==> config.mk <==
export PLATFORM = sky130hd
export DESIGN_NAME = char_cell_pixel_buffer
export DESIGN_NICKNAME = d
export VERILOG_FILES = /design/src/rtl/ccpb_pkg.sv /design/src/rtl/ccpb_ctrl.sv /design/src/rtl/ccpb_dp.sv /design/src/rtl/char_cell_pixel_buffer.sv
export VERILOG_INCLUDE_DIRS = /design/src /design/src/rtl
export SDC_FILE = /design/constraint.sdc
export NUM_CORES = 1
export LEC_CHECK = 0
export BUFFER_PORTS_ARGS = -buffer_cell sky130_fd_sc_hd__buf_2
export CAP_MARGIN = 20
export CORE_ASPECT_RATIO = 1.25
export CORE_UTILIZATION = 40
export CTS_BUF_LIST = sky130_fd_sc_hd__clkbuf_4
export DETAILED_ROUTE_END_ITERATION = 7
export PLACE_DENSITY = 0.59
export SYNTH_ARGS = -nofsm -noshare
export SYNTH_HDL_FRONTEND = slang
export SYNTH_HIERARCHICAL = 1
export SYNTH_SLANG_ARGS = --single-unit
==> constraint.sdc <==
create_clock -name clk -period 5.2 [get_ports clk]
set_clock_uncertainty 0.05 [all_clocks]
set_input_delay 0.26 -clock clk [delete_from_list [all_inputs] [get_ports clk]]
set_output_delay 0.26 -clock clk [all_outputs]
set_load 0.02 [all_outputs]
==> src/rtl/char_cell_pixel_buffer_assert.svh <==
// Assertion macros for the character-cell pixel buffer.
// Both macros sample on clk and are disabled while rst_n is low.
`ifndef CHAR_CELL_PIXEL_BUFFER_ASSERT_SVH
`define CHAR_CELL_PIXEL_BUFFER_ASSERT_SVH

// Same-cycle implication.
`define CCPB_ASSERT_IMPLY(label, ante, cons, msg) \
    label: assert property (@(posedge clk) disable iff (!rst_n) (ante) |-> (cons)) \
        else $error(msg);

// Next-cycle implication.
`define CCPB_ASSERT_NEXT(label, ante, cons, msg) \
    label: assert property (@(posedge clk) disable iff (!rst_n) (ante) |=> (cons)) \
        else $error(msg);

`endif

==> src/rtl/ccpb_pkg.sv <==
// ----------------------------------------------------------------------------
// ccpb_pkg
// Shared types, constants and coordinate decode for the character-cell
// pixel buffer.
// ----------------------------------------------------------------------------
package ccpb_pkg;

    localparam int NUM_GLYPHS = 8;
    localparam int GLYPH_H    = 8;
    localparam int GLYPH_W    = 5;
    localparam int GLYPH_IW   = $clog2(NUM_GLYPHS);
    localparam int ROW_IW     = $clog2(GLYPH_H);
    localparam int ADDR_W     = GLYPH_IW + ROW_IW;
    localparam int DEPTH      = NUM_GLYPHS * GLYPH_H;

    // x / 20 as (x * 205) >> 12, exact for every 8-bit x
    localparam logic [15:0] DIV20_MUL   = 16'd205;
    localparam int          DIV20_SHIFT = 12;

    typedef enum logic [2:0] {
        CMD_SET       = 3'd0,
        CMD_CLR       = 3'd1,
        CMD_READ      = 3'd2,
        CMD_CLEAR_ALL = 3'd3,
        CMD_FLUSH     = 3'd4
    } cmd_t;

    typedef enum logic [0:0] {
        KIND_READ   = 1'b0,
        KIND_UPLOAD = 1'b1
    } kind_t;

    typedef enum logic [2:0] {
        ST_IDLE,
        ST_PX_RD,
        ST_PX_UPD,
        ST_FL_SCAN,
        ST_FL_RD,
        ST_FL_OUT
    } state_t;

    // controller -> datapath
    typedef struct packed {
        logic load;       // input transaction taken
        logic rd_en;      // issue store read at current address
        logic px_write;   // write back updated pixel row
        logic px_out;     // load read answer into output register
        logic clear_all;  // drop every row, mark nonzero glyphs dirty
        logic fl_out;     // load upload row into output register, advance row
        logic g_inc;      // advance flush glyph
        logic dirty_clr;  // flush done, clear all dirty marks
    } ctrl_cmd_t;

    // datapath -> controller
    typedef struct packed {
        logic out_free;   // output register can take a result this cycle
        logic g_dirty;    // current glyph is dirty
        logic g_max;      // current glyph is the highest one
        logic row_max;    // current row is the glyph's bottom row
        logic fl_final;   // no dirty glyph above the current one
    } dp_status_t;

    typedef struct packed {
        logic [GLYPH_IW-1:0] glyph;
        logic [ROW_IW-1:0]   row;
        logic [GLYPH_W-1:0]  mask;
    } pix_loc_t;

    function automatic pix_loc_t decode_pos(logic [7:0] x, logic [7:0] y);
        logic [15:0] prod;
        logic [3:0]  q;
        logic [7:0]  q20;
        logic [7:0]  rem8;
        logic [4:0]  r;
        logic [1:0]  cx;
        logic [4:0]  cx5;
        logic [4:0]  off5;
        pix_loc_t    loc;
        prod = {8'd0, x} * DIV20_MUL;
        q    = prod[DIV20_SHIFT +: 4];
        q20  = {q, 4'b0000} + {2'b00, q, 2'b00};
        rem8 = x - q20;
        r    = rem8[4:0];
        if (r >= 5'd15) begin
            cx = 2'd3;
        end else if (r >= 5'd10) begin
            cx = 2'd2;
        end else if (r >= 5'd5) begin
            cx = 2'd1;
        end else begin
            cx = 2'd0;
        end
        cx5       = {1'b0, cx, 2'b00} + {3'b000, cx};
        off5      = r - cx5;
        loc.glyph = {y[3], cx};
        loc.row   = y[2:0];
        loc.mask  = 5'b10000 >> off5[2:0];
        return loc;
    endfunction

endpackage

==> src/rtl/ccpb_ctrl.sv <==
// ----------------------------------------------------------------------------
// ccpb_ctrl
// Command sequencer: pixel read-modify-write, pixel read, clear all and
// the flush walk over dirty glyphs.
// ----------------------------------------------------------------------------
module ccpb_ctrl (
    input  logic                   clk,
    input  logic                   rst_n,
    input  logic                   in_valid,
    output logic                   in_ready,
    input  logic [2:0]             cmd,
    input  ccpb_pkg::dp_status_t   sts,
    output ccpb_pkg::ctrl_cmd_t    ctl
);

    ccpb_pkg::state_t state_reg;
    ccpb_pkg::state_t state_next;
    logic             accept;
    logic             px_is_read_reg;

    assign in_ready = (state_reg == ccpb_pkg::ST_IDLE);
    assign accept   = in_valid && in_ready;

    always_ff @(posedge clk or negedge rst_n)
    begin
        if (!rst_n)
        begin
            state_reg <= ccpb_pkg::ST_IDLE;
        end
        else
        begin
            state_reg <= state_next;
        end
    end

    always_comb
    begin
        state_next = state_reg;
        case (state_reg)
            ccpb_pkg::ST_IDLE:
            begin
                if (accept)
                begin
                    case (cmd)
                        ccpb_pkg::CMD_SET, ccpb_pkg::CMD_CLR, ccpb_pkg::CMD_READ:
                            state_next = ccpb_pkg::ST_PX_RD;
                        ccpb_pkg::CMD_FLUSH:
                            state_next = ccpb_pkg::ST_FL_SCAN;
                        default:
                            state_next = ccpb_pkg::ST_IDLE;
                    endcase
                end
            end
            ccpb_pkg::ST_PX_RD:
                state_next = ccpb_pkg::ST_PX_UPD;
            ccpb_pkg::ST_PX_UPD:
            begin
                // set and clear finish at once; a read waits for the output slot
                if (!sts.out_free && !ctl.px_write)
                begin
                    state_next = ccpb_pkg::ST_PX_UPD;
                end
                else
                begin
                    state_next = ccpb_pkg::ST_IDLE;
                end
            end
            ccpb_pkg::ST_FL_SCAN:
            begin
                if (sts.g_dirty)
                begin
                    state_next = ccpb_pkg::ST_FL_RD;
                end
                else if (sts.g_max)
                begin
                    state_next = ccpb_pkg::ST_IDLE;
                end
            end
            ccpb_pkg::ST_FL_RD:
                state_next = ccpb_pkg::ST_FL_OUT;
            ccpb_pkg::ST_FL_OUT:
            begin
                if (sts.out_free)
                begin
                    if (!sts.row_max)
                    begin
                        state_next = ccpb_pkg::ST_FL_RD;
                    end
                    else if (sts.fl_final)
                    begin
                        state_next = ccpb_pkg::ST_IDLE;
                    end
                    else
                    begin
                        state_next = ccpb_pkg::ST_FL_SCAN;
                    end
                end
            end
            default:
                state_next = ccpb_pkg::ST_IDLE;
        endcase
    end

    // Remember whether the pixel op in flight is a read
    always_ff @(posedge clk or negedge rst_n)
    begin
        if (!rst_n)
        begin
            px_is_read_reg <= 1'b0;
        end
        else if (accept)
        begin
            px_is_read_reg <= (cmd == ccpb_pkg::CMD_READ);
        end
    end

    always_comb
    begin
        ctl           = '0;
        ctl.load      = accept;
        ctl.clear_all = accept && (cmd == ccpb_pkg::CMD_CLEAR_ALL);
        case (state_reg)
            ccpb_pkg::ST_PX_RD:
                ctl.rd_en = 1'b1;
            ccpb_pkg::ST_PX_UPD:
            begin
                ctl.px_write = !px_is_read_reg;
                ctl.px_out   = px_is_read_reg && sts.out_free;
            end
            ccpb_pkg::ST_FL_SCAN:
            begin
                ctl.g_inc     = !sts.g_dirty && !sts.g_max;
                ctl.dirty_clr = !sts.g_dirty && sts.g_max;
            end
            ccpb_pkg::ST_FL_RD:
                ctl.rd_en = 1'b1;
            ccpb_pkg::ST_FL_OUT:
            begin
                ctl.fl_out    = sts.out_free;
                ctl.g_inc     = sts.out_free && sts.row_max && !sts.fl_final;
                ctl.dirty_clr = sts.out_free && sts.row_max && sts.fl_final;
            end
            default:
                ctl.rd_en = 1'b0;
        endcase
    end

endmodule

==> src/rtl/ccpb_dp.sv <==
// ----------------------------------------------------------------------------
// ccpb_dp
// Glyph row store, row nonzero flags, dirty marks, flush counters and the
// output register.
// ----------------------------------------------------------------------------
module ccpb_dp (
    input  logic                                clk,
    input  logic                                rst_n,
    input  logic [2:0]                          cmd,
    input  logic [7:0]                          pos_x,
    input  logic [7:0]                          pos_y,
    input  ccpb_pkg::ctrl_cmd_t                 ctl,
    output ccpb_pkg::dp_status_t                sts,
    output logic                                out_valid,
    input  logic                                out_ready,
    output logic                                kind,
    output logic                                pixel_value,
    output logic [2:0]                          glyph_index,
    output logic [2:0]                          glyph_row,
    output logic [4:0]                          row_bits,
    output logic                                last
);

    localparam int GW = ccpb_pkg::GLYPH_IW;
    localparam int RW = ccpb_pkg::ROW_IW;
    localparam int AW = ccpb_pkg::ADDR_W;
    localparam int NG = ccpb_pkg::NUM_GLYPHS;
    localparam int GH = ccpb_pkg::GLYPH_H;
    localparam int PW = ccpb_pkg::GLYPH_W;

    logic [PW-1:0]          mem [0:ccpb_pkg::DEPTH-1];
    logic [PW-1:0]          rd_data_reg;
    logic                   rd_nz_reg;
    logic [ccpb_pkg::DEPTH-1:0] row_nz_reg;
    logic [ccpb_pkg::DEPTH-1:0] row_nz_next;
    logic [NG-1:0]          dirty_reg;
    logic [NG-1:0]          dirty_next;
    logic [GW-1:0]          g_reg;
    logic [RW-1:0]          row_reg;
    logic [PW-1:0]          mask_reg;
    logic                   op_set_reg;
    logic                   out_valid_reg;
    logic                   kind_reg;
    logic                   pixel_reg;
    logic [GW-1:0]          gi_reg;
    logic [RW-1:0]          gr_reg;
    logic [PW-1:0]          bits_reg;
    logic                   last_reg;

    ccpb_pkg::pix_loc_t     loc;
    logic [AW-1:0]          addr;
    logic [PW-1:0]          cur_row;
    logic [PW-1:0]          new_row;
    logic                   changed;
    logic [NG-1:0]          glyph_nz;
    logic [NG-1:0]          above_mask;

    assign loc        = ccpb_pkg::decode_pos(pos_x, pos_y);
    assign addr       = {g_reg, row_reg};
    // a row never written since reset or clear reads as zero
    assign cur_row    = rd_nz_reg ? rd_data_reg : '0;
    assign new_row    = op_set_reg ? (cur_row | mask_reg) : (cur_row & ~mask_reg);
    assign changed    = (new_row != cur_row);
    assign above_mask = {{(NG-1){1'b1}}, 1'b0} << g_reg;

    always_comb
    begin
        for (int g = 0; g < NG; g++)
        begin
            glyph_nz[g] = |row_nz_reg[g*GH +: GH];
        end
    end

    assign sts.out_free = !out_valid_reg || out_ready;
    assign sts.g_dirty  = dirty_reg[g_reg];
    assign sts.g_max    = (g_reg == GW'(NG - 1));
    assign sts.row_max  = (row_reg == RW'(GH - 1));
    assign sts.fl_final = ((dirty_reg & above_mask) == '0);

    always_ff @(posedge clk)
    begin
        if (ctl.px_write)
        begin
            mem[addr] <= new_row;
        end
        if (ctl.rd_en)
        begin
            rd_data_reg <= mem[addr];
            rd_nz_reg   <= row_nz_reg[addr];
        end
    end

    always_comb
    begin
        row_nz_next = row_nz_reg;
        dirty_next  = dirty_reg;
        if (ctl.clear_all)
        begin
            row_nz_next = '0;
            dirty_next  = dirty_reg | glyph_nz;
        end
        else if (ctl.px_write)
        begin
            row_nz_next[addr] = |new_row;
            if (changed)
            begin
                dirty_next[g_reg] = 1'b1;
            end
        end
        else if (ctl.dirty_clr)
        begin
            dirty_next = '0;
        end
    end

    always_ff @(posedge clk or negedge rst_n)
    begin
        if (!rst_n)
        begin
            row_nz_reg    <= '0;
            dirty_reg     <= '1;
            g_reg         <= '0;
            row_reg       <= '0;
            out_valid_reg <= 1'b0;
        end
        else
        begin
            row_nz_reg <= row_nz_next;
            dirty_reg  <= dirty_next;
            if (ctl.load)
            begin
                if (cmd == ccpb_pkg::CMD_FLUSH)
                begin
                    g_reg   <= '0;
                    row_reg <= '0;
                end
                else
                begin
                    g_reg   <= loc.glyph;
                    row_reg <= loc.row;
                end
            end
            else
            begin
                if (ctl.g_inc)
                begin
                    g_reg <= g_reg + GW'(1);
                end
                if (ctl.fl_out)
                begin
                    row_reg <= row_reg + RW'(1);
                end
            end
            if (ctl.px_out || ctl.fl_out)
            begin
                out_valid_reg <= 1'b1;
            end
            else if (out_ready)
            begin
                out_valid_reg <= 1'b0;
            end
        end
    end

    always_ff @(posedge clk)
    begin
        if (ctl.load)
        begin
            mask_reg   <= loc.mask;
            op_set_reg <= (cmd == ccpb_pkg::CMD_SET);
        end
        if (ctl.px_out)
        begin
            kind_reg  <= ccpb_pkg::KIND_READ;
            pixel_reg <= |(cur_row & mask_reg);
            gi_reg    <= '0;
            gr_reg    <= '0;
            bits_reg  <= '0;
            last_reg  <= 1'b1;
        end
        else if (ctl.fl_out)
        begin
            kind_reg  <= ccpb_pkg::KIND_UPLOAD;
            pixel_reg <= 1'b0;
            gi_reg    <= g_reg;
            gr_reg    <= row_reg;
            bits_reg  <= cur_row;
            last_reg  <= sts.row_max && sts.fl_final;
        end
    end

    assign out_valid   = out_valid_reg;
    assign kind        = kind_reg;
    assign pixel_value = pixel_reg;
    assign glyph_index = gi_reg;
    assign glyph_row   = gr_reg;
    assign row_bits    = bits_reg;
    assign last        = last_reg;

endmodule

==> src/rtl/char_cell_pixel_buffer.sv <==
// ----------------------------------------------------------------------------
// char_cell_pixel_buffer
// 20 x 16 one-bit pixel buffer held as eight 5 x 8 glyphs with per-glyph
// dirty marks; set, clear, read, clear-all and flush commands.
// ----------------------------------------------------------------------------
//
//   channel | direction | handshake           | payload
//   --------+-----------+---------------------+------------------------------
//   in      | input     | in_valid/in_ready   | cmd, pos_x, pos_y
//   out     | output    | out_valid/out_ready | kind, pixel_value, glyph_index,
//           |           |                     | glyph_row, row_bits, last
//
// Set and clear pixel run accept, store read and write back; read pixel
// runs accept and store read, then loads the output register once it is free;
// clear all and unused codes end with the accept. A flush accepts, scans the
// glyphs in order and, for each dirty glyph, reads and uploads every row, a
// store read then an output step per row as the single store read port is
// registered; a stalled output register adds its wait.
// Reset clears the per-row nonzero flags at once, so the store reads as
// all zero right after reset with no clearing pass; all glyphs start dirty.
// A stalled output holds the walk; the next transaction is taken as soon as
// the last result is in the output register.
// ----------------------------------------------------------------------------
`include "char_cell_pixel_buffer_assert.svh"

module char_cell_pixel_buffer (
    input  logic       clk,
    input  logic       rst_n,
    input  logic       in_valid,
    output logic       in_ready,
    input  logic [2:0] cmd,
    input  logic [7:0] pos_x,
    input  logic [7:0] pos_y,
    output logic       out_valid,
    input  logic       out_ready,
    output logic       kind,
    output logic       pixel_value,
    output logic [2:0] glyph_index,
    output logic [2:0] glyph_row,
    output logic [4:0] row_bits,
    output logic       last
);

    // command and status buses between sequencer and datapath
    ccpb_pkg::ctrl_cmd_t  ctl;
    ccpb_pkg::dp_status_t sts;

    ccpb_ctrl u_ctrl (
        .clk      (clk),
        .rst_n    (rst_n),
        .in_valid (in_valid),
        .in_ready (in_ready),
        .cmd      (cmd),
        .sts      (sts),
        .ctl      (ctl)
    );

    ccpb_dp u_dp (
        .clk         (clk),
        .rst_n       (rst_n),
        .cmd         (cmd),
        .pos_x       (pos_x),
        .pos_y       (pos_y),
        .ctl         (ctl),
        .sts         (sts),
        .out_valid   (out_valid),
        .out_ready   (out_ready),
        .kind        (kind),
        .pixel_value (pixel_value),
        .glyph_index (glyph_index),
        .glyph_row   (glyph_row),
        .row_bits    (row_bits),
        .last        (last)
    );

    // no new transaction while the store is busy with the current one
    `CCPB_ASSERT_IMPLY(a_busy_blocks_input, ctl.rd_en || ctl.px_write || ctl.fl_out, !in_ready, "input taken while store busy")
    // results only enter a free output register
    `CCPB_ASSERT_IMPLY(a_out_load_free, ctl.px_out || ctl.fl_out, sts.out_free, "result loaded over a pending one")
    // the final upload row of a flush returns the block to idle
    `CCPB_ASSERT_NEXT(a_flush_end_idle, ctl.fl_out && sts.row_max && sts.fl_final, in_ready, "flush did not end after last row")

endmodule
# == Yosys cells after proc, flatten, opt, wreduce, memory -nomap -nowiden ==
# Memories as Yosys holds them, arrays and structs flattened. A register that Yosys moved wholly into a read port is not among the register bits.
# Cells that the tools add are included.
# totals
register_bits,104
mem_bits_rw,320
input_bits,23
mem_count,1
# classes
addsub,6
multipliers,1
order_cmp,7
n_eq_ne,16
n_shift,2
n_mux,45
bitwise,7
n_reduce_logical,44
# memory_table
memory,words,width,rd,rd_ports_with_merged_regs,write_ports,line,source
u_dp.mem,64,5,1,1,1,ccpb_dp.sv:31,logic [PW-1:0] mem [0:ccpb_pkg::DEPTH-1];
# op_table
operator,count
64-bit 2-to-1 mux,2
64-bit bitwise mux,1
8-bit OR reduction,8
3-bit 2-to-1 mux,11
8-bit 2-to-1 mux,4
3-bit case mux with 6 select lines,1
8-bit bitwise OR,2
3-bit == test (second input constant),5
8-bit by 8-bit multiplier with 15-bit output (second input constant),1
1-bit 2-to-1 mux,13
3-bit by 2-bit == test with 1-bit output (second input constant),4
1-bit logical AND,12
5-bit bitwise AND,2
5-bit by 4-bit greater-or-equal comparator with 1-bit output (second input constant),2
2-bit 2-to-1 mux,5
5-bit 2-to-1 mux,2
2-bit nonzero test,5
5-bit OR reduction,2
8-bit bitwise AND,1
8-bit logical NOT,1
2-bit case mux with 2 select lines,2
8-bit by 3-bit << shifter with 8-bit output (first input constant),1
1-bit logical NOT,7
6-bit by 7-bit less-than comparator with 1-bit output (second input constant),1
29 further kinds,33

# == Logic depth before layout (Yosys ltp) ==
# Gate-level depths: netlist of run 1.
# logic_depth
depth_word,10
mapped_depth,30
ltp_nobuf,30

# == Modules after synthesis ==
# The synthesis of run 1 kept the hierarchy.
# modules_own_cells
mod,instances,cells_per_inst,area_each_um2
ccpb_dp,1,1350,19167.1
ccpb_ctrl,1,51,406.6

# == Worst setup path after synthesis of run 1 ==
# OpenSTA, ideal clock, no wires.
# synth_timing
path_kind,input to register
start,input port pos_x[0]
end,register u_dp.mask_reg[2] (data pin)
t_arrival_ns,5.733
required_time_ns,4.882
setup_slack_ns,-0.851
cell_stages,30
n_path_buf,0
path_cell_list,inv_1 -> ha_1 -> inv_1 -> ha_1 -> inv_1 -> fa_1 -> fa_1 -> inv_1 -> ha_1 -> and4_1 -> a41oi_2 -> a21oi_2 -> o21a_4 -> nor2_1 -> xnor2_1 -> ha_1 -> inv_1 -> ha_1 -> inv_1 -> o21ai_1 -> o21a_1 -> o31ai_4 -> nand2_1 -> nor3_1 -> nor2_1 -> ha_1 -> fa_1 -> xnor2_1 -> a21boi_4 -> nor4b_1
# synth_via
elab_chain_len,10
# synth_rtl
item,line,source
"start, declared",char_cell_pixel_buffer.sv:32,"input logic [7:0] pos_x,"
8-bit by 8-bit multiplier with 15-bit output,ccpb_pkg.sv:79,"prod = {8'd0, x} * DIV20_MUL;"
5-bit adder,ccpb_pkg.sv:81,"q20 = {q, 4'b0000} + {2'b00, q, 2'b00};"
5-bit subtractor *,ccpb_pkg.sv:82,rem8 = x - q20;
5-bit by 3-bit greater-or-equal comparator with 1-bit output,ccpb_pkg.sv:88,end else if (r >= 5'd5) begin
1-bit 2-to-1 mux,ccpb_pkg.sv:88,
2-bit 2-to-1 mux,ccpb_pkg.sv:86,end else if (r >= 5'd10) begin
2-bit 2-to-1 mux,ccpb_pkg.sv:84,if (r >= 5'd15) begin
3-bit by 2-bit adder with 3-bit output,ccpb_pkg.sv:93,"cx5 = {1'b0, cx, 2'b00} + {3'b000, cx};"
3-bit subtractor *,ccpb_pkg.sv:94,off5 = r - cx5;
5-bit by 3-bit right shift with 5-bit output *,ccpb_pkg.sv:97,loc.mask = 5'b10000 >> off5[2:0];
"end signal, assigned",ccpb_dp.sv:169,mask_reg <= loc.mask;
"end, declared",ccpb_dp.sv:40,logic [PW-1:0] mask_reg;
# Mark *: on every way between the ends. The rest lies on a longest branch, timed or not.
# A chain may end at the register's enable or synchronous reset.

# == Worst setup path after layout of run 1 ==
# Ends and elaborated chain as after synthesis.

==> results of run 1 <==
[worst reg2reg max path: stages, from the launching register on]
cell	delay [ns]
dfrtp_1	0.61
clkinv_1	0.34
nand3_1	0.60
inv_1	0.13
a221oi_1	0.39
nand2_1	0.20
nor2_1	0.14
nand2_1	0.08
o21ai_0	0.22
mux2i_1	0.27
o21ai_0	0.10
dlygate4sd3_1	0.57
[through the flow]
stage / util / power [mW]
finish: 0.4678 / 13.55
global route: 0.4677 / 14.25
CTS: 0.4626 / 13.26
detailed placement: 0.4296 / 10.42
global placement: 0.4296 / 10.31
floorplan: - / 8.669
[per-layer routing]
layer  routed length (um)  GRT usage  part of all wire  vias up
met4                 2124    0.09836             0.041        0
met2                26270     0.3585              0.51      468
met3                 2913    0.03534             0.056      134
met1                20310     0.2589              0.39     6461
li1                     -          -                 -     5803
met5                    0          0                 0        -
[placed cells by master (no fill, tap or decap), types with 17 or more instances in the layout]
cell type      Yosys  layout
a221oi_1          20      20
nand3_1           17      17
dlygate4sd3_1      0      22
mux4_2            43      43
buf_4             17      70
dfrtp_1           75      72
mux2i_1           47      47
clkbuf_4           0     152
a211oi_1          72      72
nand2_1           34      33
buf_2             24      30
o21ai_0           23      19
edfxtp_1         333     333
a21oi_1           72      70
mux2_2            21      21
clkinv_1           1      37
inv_1             48      39
o22ai_1           20      20
nor2_1           205     202
ha_1              53      40
a22oi_1           34      34
[cells by family after synthesis]
kind of cell    share of synthesized area
flops                              0.6308
compound gates                     0.1110
xor+xnor                         0.006712
buf+inv                           0.03433
mux                               0.09058
fa+ha+maj                         0.04513
simple gates                      0.08150
[timing repair]
action | 4_1_cts | 5_1_grt
resized for setup | 3 | 34
endpoints found under the hold margin | 69 | 0
hold buffers | 23 | 0
endpoints found under the setup margin | 5 | 5
pin swaps | 3 | 27
buffers inserted | 0 | 6
[power groups by stage]
stage               Sequential [mW]  Combinational [mW]  Clock, mW
floorplan                      5.04                3.63          0
finish                         5.24                5.58       2.74
CTS                            5.23                5.22       2.81
detailed placement             5.30                5.12          0
global route                   5.30                5.98       2.97
global placement               5.28                5.03          0
[final timing paths]
kind	start	to	cells after the start
setup / recovery	pos_x[0]	u_dp/mask_reg[2]$_SDFFCE_PP0P_	31
hold / removal	pos_x[1]	u_dp/g_reg[1]$_DFFE_PN0P_	7
setup reg to reg	u_dp/g_reg[1]$_DFFE_PN0P_	u_dp/g_reg[2]$_DFFE_PN0P_	11
hold reg to reg	u_dp/kind$_SDFFE_PP0P_	u_dp/kind$_SDFFE_PP0P_	2
max in group asynchronous	rst_n	u_dp/row_reg[2]$_DFFE_PN0P_	4
min in group asynchronous	rst_n	u_dp/row_nz_reg[0]$_DFFE_PN0P_	4
[cell type report]
cell class                      instances  area [um^2]  share of cell area
Multi-Input combinational cell        843         6884              0.3047
Antenna cell                            5        12.51           0.0005537
Sequential cell                       429        12360              0.5469
Timing Repair Buffer                  128        998.5             0.04419
Tap cell                              644        805.8             0.03566
Clock inverter                         42        197.7            0.008749
Clock buffer                          152         1141             0.05050
Inverter                               49        198.9            0.008804
==> impl_metrics.toml, run 1 <==
[logic_synthesis]
netlist_instances = 1401
synth_nets = 1488
ys_seq_elements = 429
yosysUniqueCellTypes = 83
syn-cell-area_um2 = 19570
ys_async_sr_fraction = 0.1935
synth_ff_type = "edfxtp_1"
synthTopCellsByCount = "333 x edfxtp_1, 205 x nor2_1, 75 x dfrtp_1"
synth.avg_cell_area_um2 = 13.97
synth_top_area_share = 0.5109
synth_top_area_cell = "edfxtp_1"
synth-edff-count = 333
synth_seq_area_share = 0.6308
synth_area_leaders = "edfxtp_1 51%, dfrtp_1 9.6%, mux4_2 4.9%"
yosysWarnings = 6
yosysMostFrequentCell = "edfxtp_1"

[placed_design]
dpl_worst_slack_ns = -0.9341
place.gp.congestion = 0.8712
dp_cells = 2064
dp_hpwl_mm = 32.98
io_buffer_count = 34
dpl_cell_area_um2 = 20750

[sta]
relSlewSlack = 0.2511
whs_ns = 0.3118
tightest_slew_ns = 1.115
setup_viol = 0
hold_viol = 0
finalCritPeriodShare = 0.9909
fin_ws_ns = 0.04720
fin_tns_setup_ns = 0
rsz0062_at_grt = "true"
fmax_mhz = 194.1
slew_viol_final = 0
finalCriticalPeriod_ns = 5.153

[global_routing]
grt_max_degree = 65
track_usage = 0.2108
antenna_found_initial = 2
grt_pass1_vias = 12980
grt_pass1_wl_mm = 78.14
overflow = 0

[floorplanning]
io_pins = 39
die-area_um2 = 49830
die_h_um = 249.3
num_rows = 90
start_util = 0.4052
die_w_um = 199.9
coreArea_um2 = 48310

[drt]
drt_first_pass_iters = 5
drc_errors = 0
via_per_inst = 5.613
post_drt_wl_per_cell_um = 22.52
ant_nets = 0
routed_wl_mm = 51.61
via_count = 12870
drt_iter0_markers = 1138

[power_and_ir_drop]
pwr-share-seq = 0.387
internal-power_mw = 8.312
p_leak_nw = 8.022
powerDensity_nw_per_um2 = 599.8
ir_drop_mv = 0.4332
swShare = 0.3867
pwr-share-clk = 0.202
pwr-share-comb = 0.411
switchingPower_mw = 5.242

[clocking]
clkTransAtPathRegs_ns = 0.07
cts.sinks = 429
root_buffer = "clkbuf_4"
clock_path_buffers = 3
clkLatencyLatePin_ns = 0.85
cts_buffers = 102
tritoncts = "yes"
h-tree-depth = 3

[critical_path]
crit_path_top_delay_cell = "fa_1"
worst_setup_path_start_kind = "input port"
r2r_slack_ns = 1.39
crit_buf_inv = 7
worstPathMaxFanout = 5
crit_arrival_ns = 5.62
crit_type = "input port to flop"
critPathTopFamily = "adder cells"
crit_path_end_kind = "flop"
cpPeakStageDelay_ns = 0.50
worstPathRequired_ns = 5.67

[layout]
fin_nets = 1640
drive_gt1_frac = 0.2556
area_growth_pct = 15.44
design_area_um2 = 22600
largest_reg_flops = 320
stdcell_count = 2292
fillers = 4302

[job]
cap_violations = 0

[status]
outcome = "complete, no violations"

[worst_hold_path]
hold_path_class = "input port to flop"
(Power assumes the default switching activity.)
==> run 2, diff against run 1 <==
- BUFFER_PORTS_ARGS: -buffer_cell sky130_fd_sc_hd__buf_2 -> default
- DONT_BUFFER_PORTS: default -> 1
- PLACE_DENSITY: 0.59 -> 0.58
==> run 2 against run 1 <==
Compared with the run above:
- setup slack improved by 0.034 ns
- sequential power increased by 0.8%
- highest routed layer unchanged
- critical endpoint unchanged
- combinational power decreased by 5.9%
- final cell count decreased by 2.7%
- routed wire length decreased by 0.58%
- utilization decreased by 0.86 points
==> impl_metrics.toml, run 2 (synthesized netlist as in run 1, its figures left out) <==
[sta]
finalCritPeriodShare = 0.9843
whs_ns = 0.1117
setup_viol = 0
rsz0062_at_grt = "true"
hold_viol = 0
fmax_mhz = 195.4
tightest_slew_ns = 1.055
finalCriticalPeriod_ns = 5.119
relSlewSlack = 0.2953
slew_viol_final = 0

[floorplanning]
io_pins = 39
start_util = 0.4052
coreArea_um2 = 48310
die-area_um2 = 49830
num_rows = 90
die_w_um = 199.9
die_h_um = 249.3

[global_routing]
overflow = 0
antenna_found_initial = 1
grt_max_degree = 79
grt_pass1_wl_mm = 78.85
track_usage = 0.2137
grt_pass1_vias = 12830

[drt]
post_drt_wl_per_cell_um = 23.01
drt_first_pass_iters = 6
ant_nets = 0
via_count = 12500
via_per_inst = 5.604
drt_iter0_markers = 1035
drc_errors = 0
routed_wl_mm = 51.31

[critical_path]
r2r_end = "u_dp/g_reg[2]$_DFFE_PN0P_"
reg2reg_depth = 11
crit_path_top_delay_cell = "fa_1"
crit_type = "input port to flop"
r2r_slack_ns = 1.46
worst_setup_path_start_kind = "input port"
crit_arrival_ns = 5.59
worstPathMaxFanout = 6
crit_path_end_kind = "flop"
cpPeakStageDelay_ns = 0.57
reg2reg_from = "u_dp/g_reg[1]$_DFFE_PN0P_"
worstPathRequired_ns = 5.67

[layout]
area_growth_pct = 13.31
largest_reg_flops = 320
stdcell_count = 2230
final_common_cell = "edfxtp_1"
design_area_um2 = 22180
fin_nets = 1586
final_cell_mix = "333 x edfxtp_1, 201 x nor2_1, 150 x clkbuf_4"
drive_gt1_frac = 0.2246
final_util = 0.4591

[placed_design]
dpl_cell_area_um2 = 20480
io_buffer_count = 0
place.gp.congestion = 0.8815
dp_hpwl_mm = 31.93
dp_cells = 2015

[job]
cap_violations = 0

[worst_hold_path]
hp-start = "pos_x[1]"
hold_path_class = "input port to flop"
holdPathEnd = "u_dp/mask_reg[1]$_SDFFCE_PP0P_"
holdPathStages = 3

[clocking]
clock_path_buffers = 3
clkLatencyLatePin_ns = 0.82
tritoncts = "yes"
cts.sinks = 429
h-tree-depth = 3
clkTransAtPathRegs_ns = 0.06
root_buffer = "clkbuf_4"
cts_buffers = 100

[power_and_ir_drop]
ir_drop_mv = 0.3353
finalPower_mw = 13.22
powerDensity_nw_per_um2 = 595.9
p_leak_nw = 7.767

[status]
outcome = "complete, no violations"
-- run 2: area by class of cell --
class                   instances  area, um^2
diodes                          1       2.502
clock buffers                 150        1126
clock inverters                38       181.4
fillers                      4338       26130
inverters                      49       198.9
multi-input cells             843        6783
flip-flops and latches        429       12360
well taps                     644       805.8
repair buffers                 76       723.2
-- run 2: worst max-delay path, delay by kind of cell --
| kind | cells | cell delay (ns) |
|---|---|---|
| adders and majority gates | 9 | 2.82 |
| and+or+nand+nor | 4 | 0.38 |
| buffers and inverters | 7 | 0.42 |
| xor gates and xnor gates | 2 | 0.29 |
| AOI/OAI and AO/OA | 8 | 1.43 |
-- run 2: timing repair --
action	4_1_cts	5_1_grt
endpoints found under the hold margin	109	0
endpoints found under the setup margin	0	5
setup buffers	0	1
gates resized for setup	0	13
hold buffers	24	0
-- run 2: worst max path at each step --
stage	from	to	slack, ns	depth (start not counted)
3_5_place_dp	pos_x[0]	u_dp/mask_reg[2]$_SDFFCE_PP0P_	-0.78	30
2_1_floorplan	pos_x[0]	u_dp/mask_reg[2]$_SDFFCE_PP0P_	-0.50	30
6_report	pos_x[0]	u_dp/mask_reg[2]$_SDFFCE_PP0P_	0.08	30
3_3_place_gp	pos_x[0]	u_dp/mask_reg[4]$_SDFFCE_PP0P_	-0.61	30
4_1_cts	pos_x[0]	u_dp/mask_reg[2]$_SDFFCE_PP0P_	0.06	30
5_1_grt	pos_x[0]	u_dp/mask_reg[2]$_SDFFCE_PP0P_	-0.12	30
-- run 2: per-layer routing --
metal | GRT usage | routed length (um) | vias to the layer above
met3 | 0.03439 | 2902 | 107
met1 | 0.2696 | 20610 | 6255
met4 | 0.09706 | 1739 | 0
li1 | - | - | 5675
met5 | 0 | 0 | -
met2 | 0.3580 | 26060 | 459
-- run 2: power breakdown --
group / total [mW] / leakage (nW) / internal [mW] / switching (mW)
Clock: 2.68 / 0.769 / 1.37 / 1.31
Combinational: 5.25 / 2.80 / 2.08 / 3.17
Sequential: 5.28 / 4.20 / 4.65 / 0.631
-- run 2: through the flow --
stage | worst slack [ns] | setup TNS (ns)
floorplan | -0.4971 | -2.454
global placement | -0.6074 | -2.980
detailed placement | -0.7838 | -3.836
CTS | 0.06005 | 0
global route | -0.1154 | -0.4642
finish | 0.08149 | 0
==> run 3, diff against run 2 <==
- clock period: 5.2 -> 6.1 ns (I/O delays scaled with it)
==> run 3 against run 2 <==
Compared with the run above:
- global-route usage about the same
- sequential share of layout area up 0.96 points
- non-clock buffer count down 14
- first-iteration DRC count up 5.0%
==> impl_metrics.toml, run 3 (synthesized netlist as in run 1, its figures left out) <==
[status]
outcome = "complete, no violations"

[sta]
finalCriticalPeriod_ns = 5.537
rsz0062_at_grt = "false"
fmax_mhz = 180.6
hold_viol = 0
slew_viol_final = 0
setup_viol = 0
finalCritPeriodShare = 0.9077
fin_tns_setup_ns = 0
whs_ns = 0.07265
fin_ws_ns = 0.5633
relSlewSlack = 0.2070
tightest_slew_ns = 1.184

[critical_path]
cpPeakStageDelay_ns = 0.54
r2r_end = "u_dp/row_nz_reg[51]$_DFFE_PN0P_"
r2r_slack_ns = 2.15
reg2reg_from = "u_dp/row_reg[0]$_DFFE_PN0P_"
worstPathRequired_ns = 6.62
worstPathMaxFanout = 6
endpoint = "u_dp/mask_reg[2]$_SDFFCE_PP0P_"
reg2reg_depth = 5
crit_path_top_delay_cell = "fa_1"
cp-startpoint = "pos_x[0]"
crit_path_end_kind = "flop"
crit_type = "input port to flop"
worst_setup_path_start_kind = "input port"
crit_arrival_ns = 6.05

[drt]
drt_first_pass_iters = 5
drt_iter0_markers = 1087
ant_nets = 0
drc_errors = 0
via_per_inst = 5.650
routed_wl_mm = 51.41
post_drt_wl_per_cell_um = 23.16
via_count = 12540

[placed_design]
io_buffer_count = 0
dpl_cell_area_um2 = 20270
place.gp.congestion = 0.9327
dp_hpwl_mm = 32.28
dpl_worst_slack_ns = -0.2716
dp_cells = 2005

[power_and_ir_drop]
powerDensity_nw_per_um2 = 502.7
p_leak_nw = 7.657
ir_drop_mv = 0.2311

[layout]
area_growth_pct = 11.39
drive_gt1_frac = 0.2009
stdcell_count = 2220
final_common_cell = "edfxtp_1"
fin_nets = 1573
design_area_um2 = 21800
final_cell_mix = "333 x edfxtp_1, 205 x nor2_1, 151 x clkbuf_4"
fillers = 4377
largest_reg_flops = 320

[clocking]
root_buffer = "clkbuf_4"
clkTransAtPathRegs_ns = 0.07
h-tree-depth = 3
cts.sinks = 429
tritoncts = "yes"
cts_buffers = 101
clock_path_buffers = 3
cts-resized-gates = 0
clkLatencyLatePin_ns = 0.81

[global_routing]
grt_max_degree = 84
antenna_found_initial = 1
track_usage = 0.2141
grt_pass1_wl_mm = 79.46
overflow = 0
grt_pass1_vias = 13070

[job]
cap_violations = 0

[floorplanning]
die_h_um = 249.3
die_w_um = 199.9
num_rows = 90
die-area_um2 = 49830
start_util = 0.4052
io_pins = 39
coreArea_um2 = 48310

[worst_hold_path]
hold_path_class = "input port to asynchronous set/reset pin"
[run 3: area by class of cell]
type | instances | area [um^2] | share of cell area
antenna | 3 | 7.507 | 0.0003443
sequential | 429 | 12360 | 0.5668
clock buffer | 151 | 1134 | 0.05199
multi-input combinational | 843 | 6609 | 0.3031
tap | 644 | 805.8 | 0.03696
clock inverter | 39 | 155.1 | 0.007116
timing repair buffer | 62 | 550.5 | 0.02525
inverter | 49 | 183.9 | 0.008436
[run 3: metal layers]
layer  vias up  wire (um)  global-route usage
met5         -          0                   0
met4         0       1561             0.08637
met3        97       2778             0.03737
met2       455      26380              0.3647
met1      6346      20690              0.2671
li1       5646          -                   -
[run 3: stage by stage]
stage | util | total power [mW]
6_report | 0.4513 | 10.96
5_1_grt | 0.4512 | 11.57
4_1_cts | 0.4512 | 11.01
3_5_place_dp | 0.4196 | 8.676
3_3_place_gp | 0.4196 | 8.579
2_1_floorplan | - | 7.306
[run 3: worst min-delay path by stage]
| stage | end | slack (ns) | cells past startpoint |
|---|---|---|---|
| floorplan | u_ctrl/px_is_read_reg$_DFFE_PN0P_ | -0.04 | 0 |
| global placement | u_dp/row_reg[1]$_DFFE_PN0P_ | -0.04 | 0 |
| detailed placement | u_dp/row_reg[1]$_DFFE_PN0P_ | -0.04 | 0 |
| CTS | u_dp/row_nz_reg[24]$_DFFE_PN0P_ | 0.04 | 2 |
| global route | u_dp/out_valid$_DFFE_PN0P_ | 0.07 | 2 |
| finish | u_dp/row_nz_reg[58]$_DFFE_PN0P_ | 0.07 | 2 |
[run 3: timing repair]
item / CTS / global route
endpoints found under the hold margin: 101 / 0
hold buffers: 22 / 0
buffers inserted: 0 / 0
[run 3: critical path: cells and delay by family]
family | cells | cell delay, ns
AO/OA/AOI/OAI | 6 | 0.89
adder cells (fa/ha/maj) | 9 | 3.08
buffers and inverters | 6 | 0.29
XOR/XNOR | 2 | 0.31
AND/OR/NAND/NOR | 7 | 1.16
[run 3: power breakdown]
group / internal [mW] / switching [mW] / leakage, nW
logic: 1.61 / 2.56 / 2.69
clock network: 1.14 / 1.13 / 0.769
registers: 3.96 / 0.562 / 4.20
total: 6.71 / 4.25 / 7.66
